### config.mk
export PLATFORM = sky130hd
export DESIGN_NAME = stack_selection_sorter_flat
export DESIGN_NICKNAME = d
export VERILOG_FILES = /design/src/design/sss_pkg.sv /design/src/design/sss_if.sv /design/src/design/sss_ctrl.sv /design/src/design/sss_datapath.sv /design/src/design/stack_selection_sorter.sv /design/src/flat_wrapper.sv
export SDC_FILE = /design/constraint.sdc
export NUM_CORES = 1
export LEC_CHECK = 0
export ABC_AREA = 0
export CAP_MARGIN = 40
export CORE_ASPECT_RATIO = 0.6
export CORE_MARGIN = 10
export CORE_UTILIZATION = 60
export DETAILED_ROUTE_END_ITERATION = 8
export DONT_BUFFER_PORTS = 1
export GPL_TIMING_DRIVEN = 0
export PLACE_DENSITY_LB_ADDON = 0.05
export SYNTH_ARGS = -nofsm -noshare
export SYNTH_HDL_FRONTEND = slang
export SYNTH_SLANG_ARGS = --single-unit
### constraint.sdc
create_clock -name clk -period 6.5 [get_ports clk]
set_input_delay 0.65 -clock clk [delete_from_list [all_inputs] [get_ports clk]]
set_output_delay 0.65 -clock clk [all_outputs]
set_load 0.01 [all_outputs]
### src/design/sss_pkg.sv
// Package of the stack selection sorter: shared constants, state and control types.
package sss_pkg;

    localparam int unsigned STACK_DEPTH_DEF = 32;
    localparam int unsigned VALUE_W         = 32;

    typedef enum logic [2:0] {
        ST_COLLECT,
        ST_PASS_RD,
        ST_SCAN,
        ST_SWAP_A,
        ST_SWAP_B,
        ST_POP_RD,
        ST_POP_LD,
        ST_POP_WAIT
    } state_t;

    // Commands from the controller to the datapath.
    typedef struct packed {
        logic load;
        logic pass_init;
        logic scan;
        logic swap_a;
        logic swap_b;
        logic pop_rd;
        logic pop_ld;
        logic pop_next;
        logic run_done;
    } cmd_t;

    // Status from the datapath to the controller.
    typedef struct packed {
        logic scan_end;
        logic pass_last;
        logic pop_last;
    } status_t;

endpackage

### src/design/sss_if.sv
// Stream interfaces of the stack selection sorter: input beats and result beats.
interface sss_in_if;
    logic                               valid;
    logic                               ready;
    logic signed [sss_pkg::VALUE_W-1:0] value;
    logic                               last;

    modport source (output valid, output value, output last, input ready);
    modport sink   (input valid, input value, input last, output ready);
endinterface

interface sss_out_if;
    logic                               valid;
    logic                               ready;
    logic signed [sss_pkg::VALUE_W-1:0] value_res;
    logic                               last_res;
    logic                               overflow;

    modport source (output valid, output value_res, output last_res, output overflow,
                    input ready);
    modport sink   (input valid, input value_res, input last_res, input overflow,
                    output ready);
endinterface

### src/design/sss_ctrl.sv
// Controller state machine of the stack selection sorter.
module sss_ctrl
(
    input  logic             clk,
    input  logic             rst_n,
    input  logic             in_valid,
    input  logic             in_last,
    output logic             in_ready,
    output logic             out_valid,
    input  logic             out_ready,
    input  sss_pkg::status_t status,
    output sss_pkg::cmd_t    cmd
);

    sss_pkg::state_t state_reg;
    sss_pkg::state_t state_next;

    always_ff @(posedge clk or negedge rst_n)
    begin
        if (!rst_n)
        begin
            state_reg <= sss_pkg::ST_COLLECT;
        end
        else
        begin
            state_reg <= state_next;
        end
    end

    always_comb
    begin
        state_next = state_reg;
        cmd        = '0;
        in_ready   = 1'b0;
        out_valid  = 1'b0;
        unique case (state_reg)
            sss_pkg::ST_COLLECT:
            begin
                in_ready = 1'b1;
                if (in_valid)
                begin
                    cmd.load = 1'b1;
                    if (in_last)
                    begin
                        state_next = sss_pkg::ST_PASS_RD;
                    end
                end
            end
            sss_pkg::ST_PASS_RD:
            begin
                cmd.pass_init = 1'b1;
                state_next    = sss_pkg::ST_SCAN;
            end
            sss_pkg::ST_SCAN:
            begin
                cmd.scan = 1'b1;
                if (status.scan_end)
                begin
                    state_next = sss_pkg::ST_SWAP_A;
                end
            end
            sss_pkg::ST_SWAP_A:
            begin
                cmd.swap_a = 1'b1;
                state_next = sss_pkg::ST_SWAP_B;
            end
            sss_pkg::ST_SWAP_B:
            begin
                cmd.swap_b = 1'b1;
                state_next = status.pass_last ? sss_pkg::ST_POP_RD : sss_pkg::ST_PASS_RD;
            end
            sss_pkg::ST_POP_RD:
            begin
                cmd.pop_rd = 1'b1;
                state_next = sss_pkg::ST_POP_LD;
            end
            sss_pkg::ST_POP_LD:
            begin
                cmd.pop_ld = 1'b1;
                state_next = sss_pkg::ST_POP_WAIT;
            end
            sss_pkg::ST_POP_WAIT:
            begin
                out_valid = 1'b1;
                if (out_ready)
                begin
                    if (status.pop_last)
                    begin
                        cmd.run_done = 1'b1;
                        state_next   = sss_pkg::ST_COLLECT;
                    end
                    else
                    begin
                        cmd.pop_next = 1'b1;
                        state_next   = sss_pkg::ST_POP_RD;
                    end
                end
            end
            default:
            begin
                state_next = sss_pkg::ST_COLLECT;
            end
        endcase
    end

endmodule

### src/design/sss_datapath.sv
// Datapath of the stack selection sorter: stack memory, scan registers and result register.
module sss_datapath
#(
    parameter int unsigned STACK_DEPTH = sss_pkg::STACK_DEPTH_DEF
)
(
    input  logic                               clk,
    input  logic                               rst_n,
    input  sss_pkg::cmd_t                      cmd,
    output sss_pkg::status_t                   status,
    input  logic signed [sss_pkg::VALUE_W-1:0] in_value,
    output logic signed [sss_pkg::VALUE_W-1:0] value_res,
    output logic                               last_res,
    output logic                               overflow
);

    localparam int unsigned IW = (STACK_DEPTH > 1) ? $clog2(STACK_DEPTH) : 1;
    localparam int unsigned CW = $clog2(STACK_DEPTH + 1);

    logic signed [sss_pkg::VALUE_W-1:0] mem [STACK_DEPTH];
    logic signed [sss_pkg::VALUE_W-1:0] rd_data_reg;

    logic [CW-1:0] cnt_reg;
    logic          dropped_reg;
    logic [IW-1:0] p_reg;
    logic [IW-1:0] q_reg;
    logic [IW-1:0] best_idx_reg;
    logic signed [sss_pkg::VALUE_W-1:0] best_val_reg;
    logic signed [sss_pkg::VALUE_W-1:0] pval_reg;
    logic signed [sss_pkg::VALUE_W-1:0] value_res_reg;
    logic          last_res_reg;
    logic          overflow_reg;

    logic [CW-1:0] cnt_m1;
    logic [IW-1:0] last_idx;
    logic [IW-1:0] q_inc;
    logic [IW-1:0] rd_addr;
    logic          wr_en;
    logic [IW-1:0] wr_addr;
    logic signed [sss_pkg::VALUE_W-1:0] wr_data;
    logic          room;

    assign cnt_m1   = cnt_reg - CW'(1);
    assign last_idx = cnt_m1[IW-1:0];
    assign q_inc    = q_reg + IW'(1);
    assign room     = (cnt_reg < CW'(STACK_DEPTH));

    assign status.scan_end  = (q_reg == last_idx);
    assign status.pass_last = (p_reg == last_idx);
    assign status.pop_last  = (p_reg == '0);

    // Read address and write port selection.
    always_comb
    begin
        rd_addr = p_reg;
        if (cmd.scan)
        begin
            rd_addr = q_inc;
        end

        wr_en   = 1'b0;
        wr_addr = cnt_reg[IW-1:0];
        wr_data = in_value;
        if (cmd.load && room)
        begin
            wr_en = 1'b1;
        end
        else if (cmd.swap_a)
        begin
            wr_en   = 1'b1;
            wr_addr = best_idx_reg;
            wr_data = pval_reg;
        end
        else if (cmd.swap_b)
        begin
            wr_en   = 1'b1;
            wr_addr = p_reg;
            wr_data = best_val_reg;
        end
    end

    always_ff @(posedge clk)
    begin
        if (wr_en)
        begin
            mem[wr_addr] <= wr_data;
        end
        rd_data_reg <= mem[rd_addr];
    end

    always_ff @(posedge clk or negedge rst_n)
    begin
        if (!rst_n)
        begin
            cnt_reg     <= '0;
            dropped_reg <= 1'b0;
            p_reg       <= '0;
        end
        else
        begin
            if (cmd.load)
            begin
                if (room)
                begin
                    cnt_reg <= cnt_reg + CW'(1);
                end
                else
                begin
                    dropped_reg <= 1'b1;
                end
            end
            if (cmd.swap_b && !status.pass_last)
            begin
                p_reg <= p_reg + IW'(1);
            end
            if (cmd.pop_next)
            begin
                p_reg <= p_reg - IW'(1);
            end
            if (cmd.run_done)
            begin
                cnt_reg     <= '0;
                dropped_reg <= 1'b0;
                p_reg       <= '0;
            end
        end
    end

    // Scan and result registers carry payload only.
    always_ff @(posedge clk)
    begin
        if (cmd.pass_init)
        begin
            q_reg <= p_reg;
        end
        if (cmd.scan)
        begin
            q_reg <= q_inc;
            if (q_reg == p_reg)
            begin
                pval_reg     <= rd_data_reg;
                best_val_reg <= rd_data_reg;
                best_idx_reg <= q_reg;
            end
            else if (rd_data_reg > best_val_reg)
            begin
                best_val_reg <= rd_data_reg;
                best_idx_reg <= q_reg;
            end
        end
        if (cmd.pop_ld)
        begin
            value_res_reg <= rd_data_reg;
            last_res_reg  <= (p_reg == '0);
            overflow_reg  <= dropped_reg;
        end
    end

    assign value_res = value_res_reg;
    assign last_res  = last_res_reg;
    assign overflow  = overflow_reg;

endmodule

### src/design/stack_selection_sorter.sv
// Top level of the stack selection sorter: controller and datapath joined to the stream ports.
//
// Values arrive one beat per cycle and are pushed onto a stack memory of STACK_DEPTH
// entries; a push into a full stack is dropped and flags overflow on every result of that
// run. The beat marked last is pushed too and starts an in-place selection sort: each pass
// scans the unsorted top part of the stack through the single registered read port of the
// memory, one entry per cycle, keeps the running maximum, and then swaps it down onto the
// sorted part with two writes. The stack is then popped, smallest value first, one result
// beat at a time: each beat is read, loaded into the result register and held until the
// sink is ready; last_res marks the final beat, after which the stack is empty and the
// input accepts a new set. Input beats are taken only while collecting. The memory needs
// no clearing after reset: only entries that were written in the current set are ever
// used. The default depth is 32 entries.
module stack_selection_sorter
#(
    parameter int unsigned STACK_DEPTH = sss_pkg::STACK_DEPTH_DEF
)
(
    input  logic      clk,
    input  logic      rst_n,
    sss_in_if.sink    in_ch,
    sss_out_if.source out_ch
);

    sss_pkg::cmd_t    cmd;
    sss_pkg::status_t status;

    // The controller owns both handshakes; the datapath holds the data.
    sss_ctrl u_ctrl
    (
        .clk       (clk),
        .rst_n     (rst_n),
        .in_valid  (in_ch.valid),
        .in_last   (in_ch.last),
        .in_ready  (in_ch.ready),
        .out_valid (out_ch.valid),
        .out_ready (out_ch.ready),
        .status    (status),
        .cmd       (cmd)
    );

    sss_datapath
    #(
        .STACK_DEPTH (STACK_DEPTH)
    )
    u_datapath
    (
        .clk       (clk),
        .rst_n     (rst_n),
        .cmd       (cmd),
        .status    (status),
        .in_value  (in_ch.value),
        .value_res (out_ch.value_res),
        .last_res  (out_ch.last_res),
        .overflow  (out_ch.overflow)
    );

endmodule
### src/flat_wrapper.sv
// flat-port wrapper written by rule: the top's interface ports become plain ports
module stack_selection_sorter_flat 
#(
    parameter int unsigned STACK_DEPTH = sss_pkg::STACK_DEPTH_DEF
)
  (clk, rst_n, in_ch_valid, in_ch_value, in_ch_last, in_ch_ready, out_ch_valid, out_ch_value_res, out_ch_last_res, out_ch_overflow, out_ch_ready);
  sss_in_if in_ch_i ();
  sss_out_if out_ch_i ();
  input  logic clk;
  input  logic rst_n;
  input wire logic [$bits(in_ch_i.valid)-1:0] in_ch_valid;
  input wire logic [$bits(in_ch_i.value)-1:0] in_ch_value;
  input wire logic [$bits(in_ch_i.last)-1:0] in_ch_last;
  output wire logic [$bits(in_ch_i.ready)-1:0] in_ch_ready;
  output wire logic [$bits(out_ch_i.valid)-1:0] out_ch_valid;
  output wire logic [$bits(out_ch_i.value_res)-1:0] out_ch_value_res;
  output wire logic [$bits(out_ch_i.last_res)-1:0] out_ch_last_res;
  output wire logic [$bits(out_ch_i.overflow)-1:0] out_ch_overflow;
  input wire logic [$bits(out_ch_i.ready)-1:0] out_ch_ready;
  assign in_ch_i.valid = in_ch_valid;
  assign in_ch_i.value = in_ch_value;
  assign in_ch_i.last = in_ch_last;
  assign in_ch_ready = in_ch_i.ready;
  assign out_ch_valid = out_ch_i.valid;
  assign out_ch_value_res = out_ch_i.value_res;
  assign out_ch_last_res = out_ch_i.last_res;
  assign out_ch_overflow = out_ch_i.overflow;
  assign out_ch_i.ready = out_ch_ready;
  stack_selection_sorter #(.STACK_DEPTH(STACK_DEPTH)) u_core (.clk(clk), .rst_n(rst_n), .in_ch(in_ch_i), .out_ch(out_ch_i));
endmodule
# [After elaboration in Yosys (flattened, before gate mapping)]
# Memories as Yosys holds them, arrays and structs flattened. A register that Yosys moved wholly into a read port is not among the register bits.
# Cells that the tools add are included.
[word_totals] register_bits=123 ramBits=1024 inputBits=37 output_inout_bits=36 wordCells=96 mem_count=1
[op_classes] n_addsub=5 magnitude_cmp=2 n_eq_ne=15 muxes=47 n_reduce_logical=15
[memory_table] name="u_core.u_datapath.mem" depth=32 width=32 rd=1 rd_clocked_by_memory_dff=1 write_ports=1 line="sss_datapath.sv:20" text="logic signed [sss_pkg::VALUE_W-1:0] mem [STACK_DEPTH];"
[ops] op="$mux 32" n=5
[ops] op="$mux 5" n=11
[ops] op="$gt 32x32->1" n=1
[ops] op="$pmux 3 s8" n=1
[ops] op="$mux 1" n=19
[ops] op="$mux 3" n=6
[ops] op="$mux 6" n=3
[ops] op="$eq 5x5->1" n=3
[ops] op="$eq 3x3->1 const B" n=4
[ops] op="$add 5x1->5 const B" n=2
[ops] op="$sub 5x1->5 const B" n=2
[ops] op="$reduce_and 2->1" n=4
[ops] op="$reduce_bool 2->1" n=4
[ops] op="$add 6x1->6 const B" n=1
[ops] op="$eq 3x2->1 const B" n=2
[ops] op="$lt 6x6->1 const B" n=1
[ops] op="$ne 2x2->1 const B" n=3
[ops] op="$logic_not 5->1" n=1
[ops] op="$mux 2" n=2
[ops] op="$ne 2x1->1 const B" n=2
[ops] op="$reduce_and 4->1" n=1
[ops] op="$eq 3x1->1 const B" n=1
[ops] op="$logic_not 3->1" n=1
[ops] op="$reduce_bool 3->1" n=1
[ops] op="other kinds (2)" n=3

# [Logic depth before layout (Yosys ltp)]
# Gate-level depths: netlist of the first run.
[logic_depth] depth_word=7 mapped_depth=12 ltp_nobuf=11

# [By module]
# From an unflattened synthesis of the first run, not the netlist that was laid out.
[unflattened] cells_unflattened=3470 area_unflattened_um2=48337.6
[modules_own_cells] module="sss_datapath" instances=1 cells_each=3432 area_per_inst_um2=47994.8 seq_area_each_um2=34933.5
[modules_own_cells] module="sss_ctrl" instances=1 cells_each=38 area_per_inst_um2=342.8 seq_area_each_um2=75.1

# [Worst setup path before layout of the first run]
# OpenSTA, ideal clock, no wires.
[synth_timing] kind="register to register" from="reg u_core.u_ctrl.state_reg[0]" to="reg u_core.u_datapath.best_idx_reg[0], enable pin" setup_ps=395 arrival_ps=4546 required_time_ps=6105 setup_slack_ps=1558 path_stages_with_launch=8 n_path_buf=2 period_less_slack_ps=4942 path_cell_list="dfrtp_1 -> inv_1 -> ha_1 -> nand2b_1 -> buf_4 -> clkbuf_1 -> nor3_1 -> or3_1"
[synth_between] elab_chain_len=3
[synth_lines] item="start: declaration" line="sss_ctrl.sv:15" text="sss_pkg::state_t state_reg;"
[synth_lines] item="start signal: assignment" line="sss_ctrl.sv:22" text="state_reg <= sss_pkg::ST_COLLECT;"
[synth_lines] item="start signal: assignment" line="sss_ctrl.sv:26" text="state_reg <= state_next;"
[synth_lines] item="$eq 3x2->1" line="sss_ctrl.sv:36" text="unique case (state_reg)"
[synth_lines] item="$mux 1" line="sss_ctrl.sv:36"
[synth_lines] item="$reduce_and 2->1 (no line)"
[synth_lines] item="end signal: assignment" line="sss_datapath.sv:143" text="best_idx_reg <= q_reg;"
[synth_lines] item="end signal: assignment" line="sss_datapath.sv:148" text="best_idx_reg <= q_reg;"
[synth_lines] item="end: declaration" line="sss_datapath.sv:27" text="logic [IW-1:0] best_idx_reg;"
# No other way between the ends.
# A chain may end at the register's enable or synchronous reset.

# [Final worst setup path of the first run]
[layout_timing] from="reg u_core.u_ctrl.state_reg[0]" to="mem u_core.u_datapath.mem[6][20] (netlist name), enable pin"
[layout_between] elab_chain_len=7 elab_cells_between_ends=15 cone_classes="2 x eq/ne; 11 x mux; 2 x reduce/logical"
[layout_lines] item="$eq 3x3->1" line="sss_ctrl.sv:36"
[layout_lines] item="$mux 1" line="sss_ctrl.sv:36"
[layout_lines] item="$mux 1" line="sss_datapath.sv:74" text="else if (cmd.swap_b)"
[layout_lines] item="$mux 1" line="sss_datapath.sv:68" text="else if (cmd.swap_a)"
[layout_lines] item="$mux 1" line="sss_datapath.sv:64" text="if (cmd.load && room)"
[layout_lines] item="$mux 1" line="sss_datapath.sv:84" text="if (wr_en)"
[layout_lines] item="$mux 1 (not written as such)" line="sss_datapath.sv:86" text="mem[wr_addr] <= wr_data;"
[layout_lines] item="end: declaration" line="sss_datapath.sv:20"
# Parallel ways exist; a longest one is shown, timed or not.

==> reports/results.tsv, run 1 <==
metric	value	unit
setup_violations	0	
cp_data_required_time	6.89	ns
ys_seq_elements	1179	
num_rows	78	
initial_core_util	60.9	%
hold_class	in2reg	
root_buffer	clkbuf_16	
viasPerCell	6.50	
irDropWorstVdd	0.000357	V
clkTransAtPathRegs	0.06	ns
io_buffers	0	
yosysSeqAreaShare	75.6	%
vias	24000	
synth_ff_type	edfxtp_1	
syn_avg_cell_area	19.2	um2
dieWidth	379	um
power.internal	17800	uW
p_clk_share	22.8	%
drtIter0Drc	2964	
grt_pass1_wl	162000	um
nets	2687	
yosysWarnings	0	
pwr_density_cell	519	nW/um2
ios	73	
core_region_area	76000	um2
slew_headroom	27.6	%
end_kind	flop	
ctsHtreeMaxLevel	3	
crit_arrival	4.65	ns
pwr-share-seq	39.5	%
cpPeakStageDelay	0.82	ns
hold_violations	0	
avgRoutedWirePerCell	29.8	um
antenna_left	0	
tritoncts	built	
synth_fp_nets	2493	
final_cell_mix	edfxtp_1 (1132), mux2i_1 (194), mux4_2 (192), nand3_1 (173), clkbuf_16 (105)	
synth-edff-count	1132	
netlist_area	46300	um2
cts_hold_buf	1	
syn_to_final_growth	13.8	%
drcViolationCount	0	
clock_latency	0.70	ns
critPathLaunchType	flop	
rsz0062_at_grt	no	
grt_overflow	0	
combinationalPowerShare	37.7	%
cts-buffers-inserted	103	
synthCells	2413	
antenna_found_initial	1	
crit_fanout	17	
ys_types	61	
top_register	u_core.u_datapath.mem	
postCtsSetupBuffers	0	
status	finished clean	
p_sw_share	35.0	%
yosysTopAreaCellShare	73.4	%
largest_register_ffs	1024	
die_h	235	um
layout_commonest_cell	edfxtp_1	
diodes	0	
power.switching	9560	uW
grt_use_total	24.9	%
ys_top_cells_by_area	edfxtp_1 (73%), mux4_2 (9.3%), mux2i_1 (4.2%)	
dr.pass1.iters	5	
slowest_stage	nor2_4	
async_flop_share	1.27	%
max-clock-path-buffers	3	
leakage	0.0175	uW
tightest_slew	1.09	ns
criticalPathCategory	reg2reg	
dieArea	89100	um2
finalWeightedCongestion	0.902	
min_period	4.26	ns
hpwl	75900	um
finalCritPeriodShare	65.5	%
hold_slack	0.138	ns
yosysTopAreaCell	edfxtp_1	
drive_gt1_share	21.7	%
clock-sinks	1179	
tns	0	ns
place_inst	3495	
slew_violations	0	
final_cells	3694	
drv_cap	0	
skew	0.0213	ns
cts_resized	0	
grt_start_max_net_pins	35	
routed_wl	110000	um
max_freq	0.235	GHz
cp_cell_sequence	inv_1, ha_1, nand3b_1, or2_2, clkbuf_1, nand2_1, a21oi_1, nand3_1, nor2_4, buf_16	
grt_pass1_vias	23700	
## cell usage after synthesis, types with 4 or more instances
cell / count
nor2_1: 89
o22ai_1: 33
a21o_1: 5
mux4_2: 192
xnor2_1: 17
nand4_1: 13
clkbuf_1: 70
buf_4: 14
xor2_1: 11
a22oi_1: 37
or3_1: 5
dfrtp_1: 15
nand2b_1: 5
buf_1: 17
buf_2: 26
buf_6: 5
mux2_2: 34
nand2_1: 57
inv_1: 44
mux2i_1: 194
dfxtp_1: 32
edfxtp_1: 1132
a211o_1: 32
nor3_1: 4
o21ai_0: 13
nand3_1: 173
ha_1: 42
a21oi_1: 54
## critical path, delay by kind of cell (launching register included)
| family | cells | cell delay, ns |
|---|---|---|
| simple gates | 5 | 1.83 |
| buf+inv | 3 | 0.81 |
| compound gates | 1 | 0.64 |
| flops | 1 | 0.40 |
| fa+ha+maj | 1 | 0.24 |
## worst paths after layout
check / from / end / slack (ns) / depth (start not counted)
worst max-delay path: u_core.u_ctrl.state_reg[0]$_DFFE_PN0P_ / u_core.u_datapath.mem[6][20]$_DFFE_PP_ / 2.24 / 10
worst min-delay path: in_ch_valid / u_core.u_datapath.dropped_reg$_DFFE_PN0P_ / 0.14 / 2
worst max register to register: u_core.u_ctrl.state_reg[0]$_DFFE_PN0P_ / u_core.u_datapath.mem[6][20]$_DFFE_PP_ / 2.24 / 10
worst min register to register: u_core.u_datapath.q_reg[3]$_DFFE_PP_ / u_core.u_datapath.best_idx_reg[3]$_DFFE_PP_ / 0.45 / 0
max in group asynchronous: rst_n / u_core.u_datapath.cnt_reg[1]$_DFFE_PN0P_ / 5.50 / 1
min in group asynchronous: rst_n / u_core.u_datapath.p_reg[2]$_DFFE_PN0P_ / 0.49 / 1
## kinds of logic (layout without fill, tap and decap cells)
kind of cell,count (synthesis),count (layout),share of synthesized area (%)
flip-flops,1179,1179,75.6
buffers and inverters,178,459,1.71
multiplexers,421,421,14.4
AO/OA/AOI/OAI,198,198,2.88
AND/OR/NAND/NOR,365,365,3.69
adder cells (fa/ha/maj),43,43,1.18
XOR/XNOR,29,29,0.578
## power groups by stage
stage	Clock, uW	Combinational, uW	Sequential (uW)
CTS	6300	10300	10800
finish	6220	10300	10800
global placement	0	9290	11100
floorplan	0	6230	10900
detailed placement	0	10300	11000
global route	6610	11000	10900
## per-layer routing
metal	track usage [%]	part of all wire, %	vias up
met3	5.28	9.3	138
met5	0	0	-
met2	35.0	44	1160
met1	39.5	45	12500
li1	-	-	10200
met4	6.13	2.1	0
## cell type report
cell class,count,area [um2]
Sequential cell,1179,35000
Fill cell,4749,23300
Multi-Input combinational cell,1056,10900
Clock buffer,136,2820
Timing Repair Buffer,89,1340
Tap cell,1000,1250
Buffer,132,618
Clock inverter,56,587
Inverter,46,173
## stage by stage
step                      area (um2)  power, uW  utilization (%)  setup WS, ns
after CTS                      52700      27400             69.3          2.29
final                          52700      27300             69.4          2.24
after detailed placement       49200      21200             64.8          2.32
after global routing           52700      28500             69.4          2.05
after floorplan                46300      17100                -          1.56
after global placement         47600      20400             62.6         -1.16
No activity file was read; power rests on OpenSTA's default activity.
==> run 2: changes to the inputs <==
==> constraint.sdc (replaced) <==
create_clock -name clk -period 3.98 [get_ports clk]
set_input_delay 0.398 -clock clk [delete_from_list [all_inputs] [get_ports clk]]
set_output_delay 0.398 -clock clk [all_outputs]
set_load 0.01 [all_outputs]
==> run 2 against run 1 <==
Compared with the run above:
- sequential power increased by 63%
- highest routed layer is now met5
- global-route usage grew 0.20 points
- combinational power is 68% higher
- maximum frequency rose by 8.8%
- non-clock buffer count is 63 higher
- worst setup slack got worse by 2.2 ns
- largest cell class unchanged
- cell area increased by 1.4%
- register-to-register slack got worse by 2.2 ns
- clock skew is 0.0066 ns higher
==> reports/results.tsv, run 2 (synthesis gave the netlist of run 1 again) <==
metric	value	unit
tightest_slew	1.09	ns
place_inst	3501	
min_period	3.91	ns
routed_wl	112000	um
avgRoutedWirePerCell	29.9	um
initial_core_util	60.9	%
antenna_left	0	
antenna_found_initial	2	
hold_violations	0	
grt_overflow	0	
rsz0062_at_grt	yes	
grt_pass1_vias	24000	
power	44700	uW
tritoncts	built	
grt_pass1_wl	163000	um
critPathLaunchType	flop	
syn_to_final_growth	15.4	%
post-place-ws	-0.232	ns
slew_violations	0	
startpoint	u_core.u_ctrl.state_reg[0]$_DFFE_PN0P_	
diodes	0	
layout_commonest_cell	edfxtp_1	
viasPerCell	6.54	
ctsHtreeMaxLevel	3	
setup_violations	0	
largest_register_ffs	1024	
finalWeightedCongestion	0.918	
pwr_density_cell	836	nW/um2
ios	73	
nFillCells	4690	
final_cell_mix	edfxtp_1 (1132), mux2i_1 (194), mux4_2 (192), nand3_1 (173), clkbuf_16 (108)	
slew_headroom	27.3	%
num_rows	78	
criticalPathCategory	reg2reg	
leakage	0.0179	uW
final_cells	3756	
clock_latency	0.71	ns
nets	2749	
drtIter0Drc	3175	
ff_latch_area	35000	um2
cp_cell_sequence	inv_1, ha_1, nand3b_1, or2_2, clkbuf_1, nand2_1, a21oi_1, nand2_1, nor2_4, buf_16, buf_16	
drv_cap	0	
end_kind	flop	
slowest_stage	nor2_4	
dieWidth	379	um
grt_use_total	25.1	%
crit_arrival	4.31	ns
finalCritPeriodShare	98.4	%
fin_ws	0.0654	ns
status	finished clean	
irDropWorstVdd	0.000477	V
clock-sinks	1179	
drcViolationCount	0	
dieArea	89100	um2
multiInputGateArea	10900	um2
die_h	235	um
max_freq	0.255	GHz
vias	24600	
cp_data_required_time	4.38	ns
drive_gt1_share	23.4	%
skew	0.0279	ns
dr.pass1.iters	5	
max-clock-path-buffers	3	
root_buffer	clkbuf_16	
crit_fanout	14	
hold_slack	0.0787	ns
cpPeakStageDelay	0.55	ns
top_register	u_core.u_datapath.mem	
cts-buffers-inserted	102	
core_region_area	76000	um2
hpwl	77100	um
clkTransAtPathRegs	0.07	ns
grt_start_max_net_pins	35	
io_buffers	0	
hp-start	out_ch_ready	
rr_startpoint	u_core.u_ctrl.state_reg[0]$_DFFE_PN0P_	
hold_class	in2reg	
## run 2: cell count changes in the layout (fill, tap and decap cells not counted), sizes merged
cell	previous run	this run
buf	150	211
bufinv	12	6
clkbuf	206	213
dlygate4sd3	1	3
inv	50	48
## run 2: worst paths after layout
path                                                        endpoint  slack (ns)  cells after the start
max                          u_core.u_datapath.mem[29][11]$_DFFE_PP_        0.07                     11
min in group asynchronous  u_core.u_datapath.dropped_reg$_DFFE_PN0P_        0.22                      1
min                           u_core.u_datapath.p_reg[4]$_DFFE_PN0P_        0.08                      3
min reg2reg                     u_core.u_datapath.overflow$_DFFE_PP_        0.46                      0
max in group asynchronous     u_core.u_datapath.p_reg[0]$_DFFE_PN0P_        3.27                      1
max reg2reg                  u_core.u_datapath.mem[29][11]$_DFFE_PP_        0.07                     11
## run 2: layout make-up
class	count	share of cell area, %
buffer	131	1.15
clock inverter	48	0.740
tap	1000	2.34
clock buffer	143	5.38
inverter	46	0.323
timing repair buffer	153	4.13
multi-input combinational	1056	20.5
sequential	1179	65.5
## run 2: repair_timing
action	4_1_cts	5_1_grt
endpoints found under the setup margin	181	362
setup buffers	14	46
pin swaps	6	13
hold buffers	3	0
hold endpoints to repair	18	0
cloned	0	0
resized for setup	3	2
## run 2: where the power goes
part,switching [uW],total [uW],internal (uW)
registers,604,17600,17000
clock network,4360,9790,5430
logic,10800,17300,6440
## run 2: stage by stage
step           setup TNS, ns  util (%)  cell area (um2)
2_1_floorplan              0         -            46300
3_3_place_gp        -2304.25      62.6            47600
3_5_place_dp          -18.64      65.1            49500
4_1_cts                    0      69.8            53000
5_1_grt                -1.88      70.3            53500
6_report                   0      70.3            53500
## run 2: critical path: cells and delay by family, from the launching register on
kind / cells / cell delay, ns
and+or+nand+nor: 5 / 1.65
buffers and inverters: 4 / 0.98
DFF: 1 / 0.42
AOI/OAI and AO/OA: 1 / 0.29
adders and majority gates: 1 / 0.24
## run 2: metal layers
| metal | GRT usage [%] | routed length, um | share of wire (%) | vias up |
|---|---|---|---|---|
| li1 | - | - | - | 10300 |
| met4 | 7.29 | 3180 | 2.8 | 2 |
| met2 | 35.0 | 48600 | 43 | 1288 |
| met1 | 39.6 | 49200 | 44 | 12800 |
| met5 | 0 | 12 | 0.011 | - |
| met3 | 5.35 | 11300 | 10 | 170 |
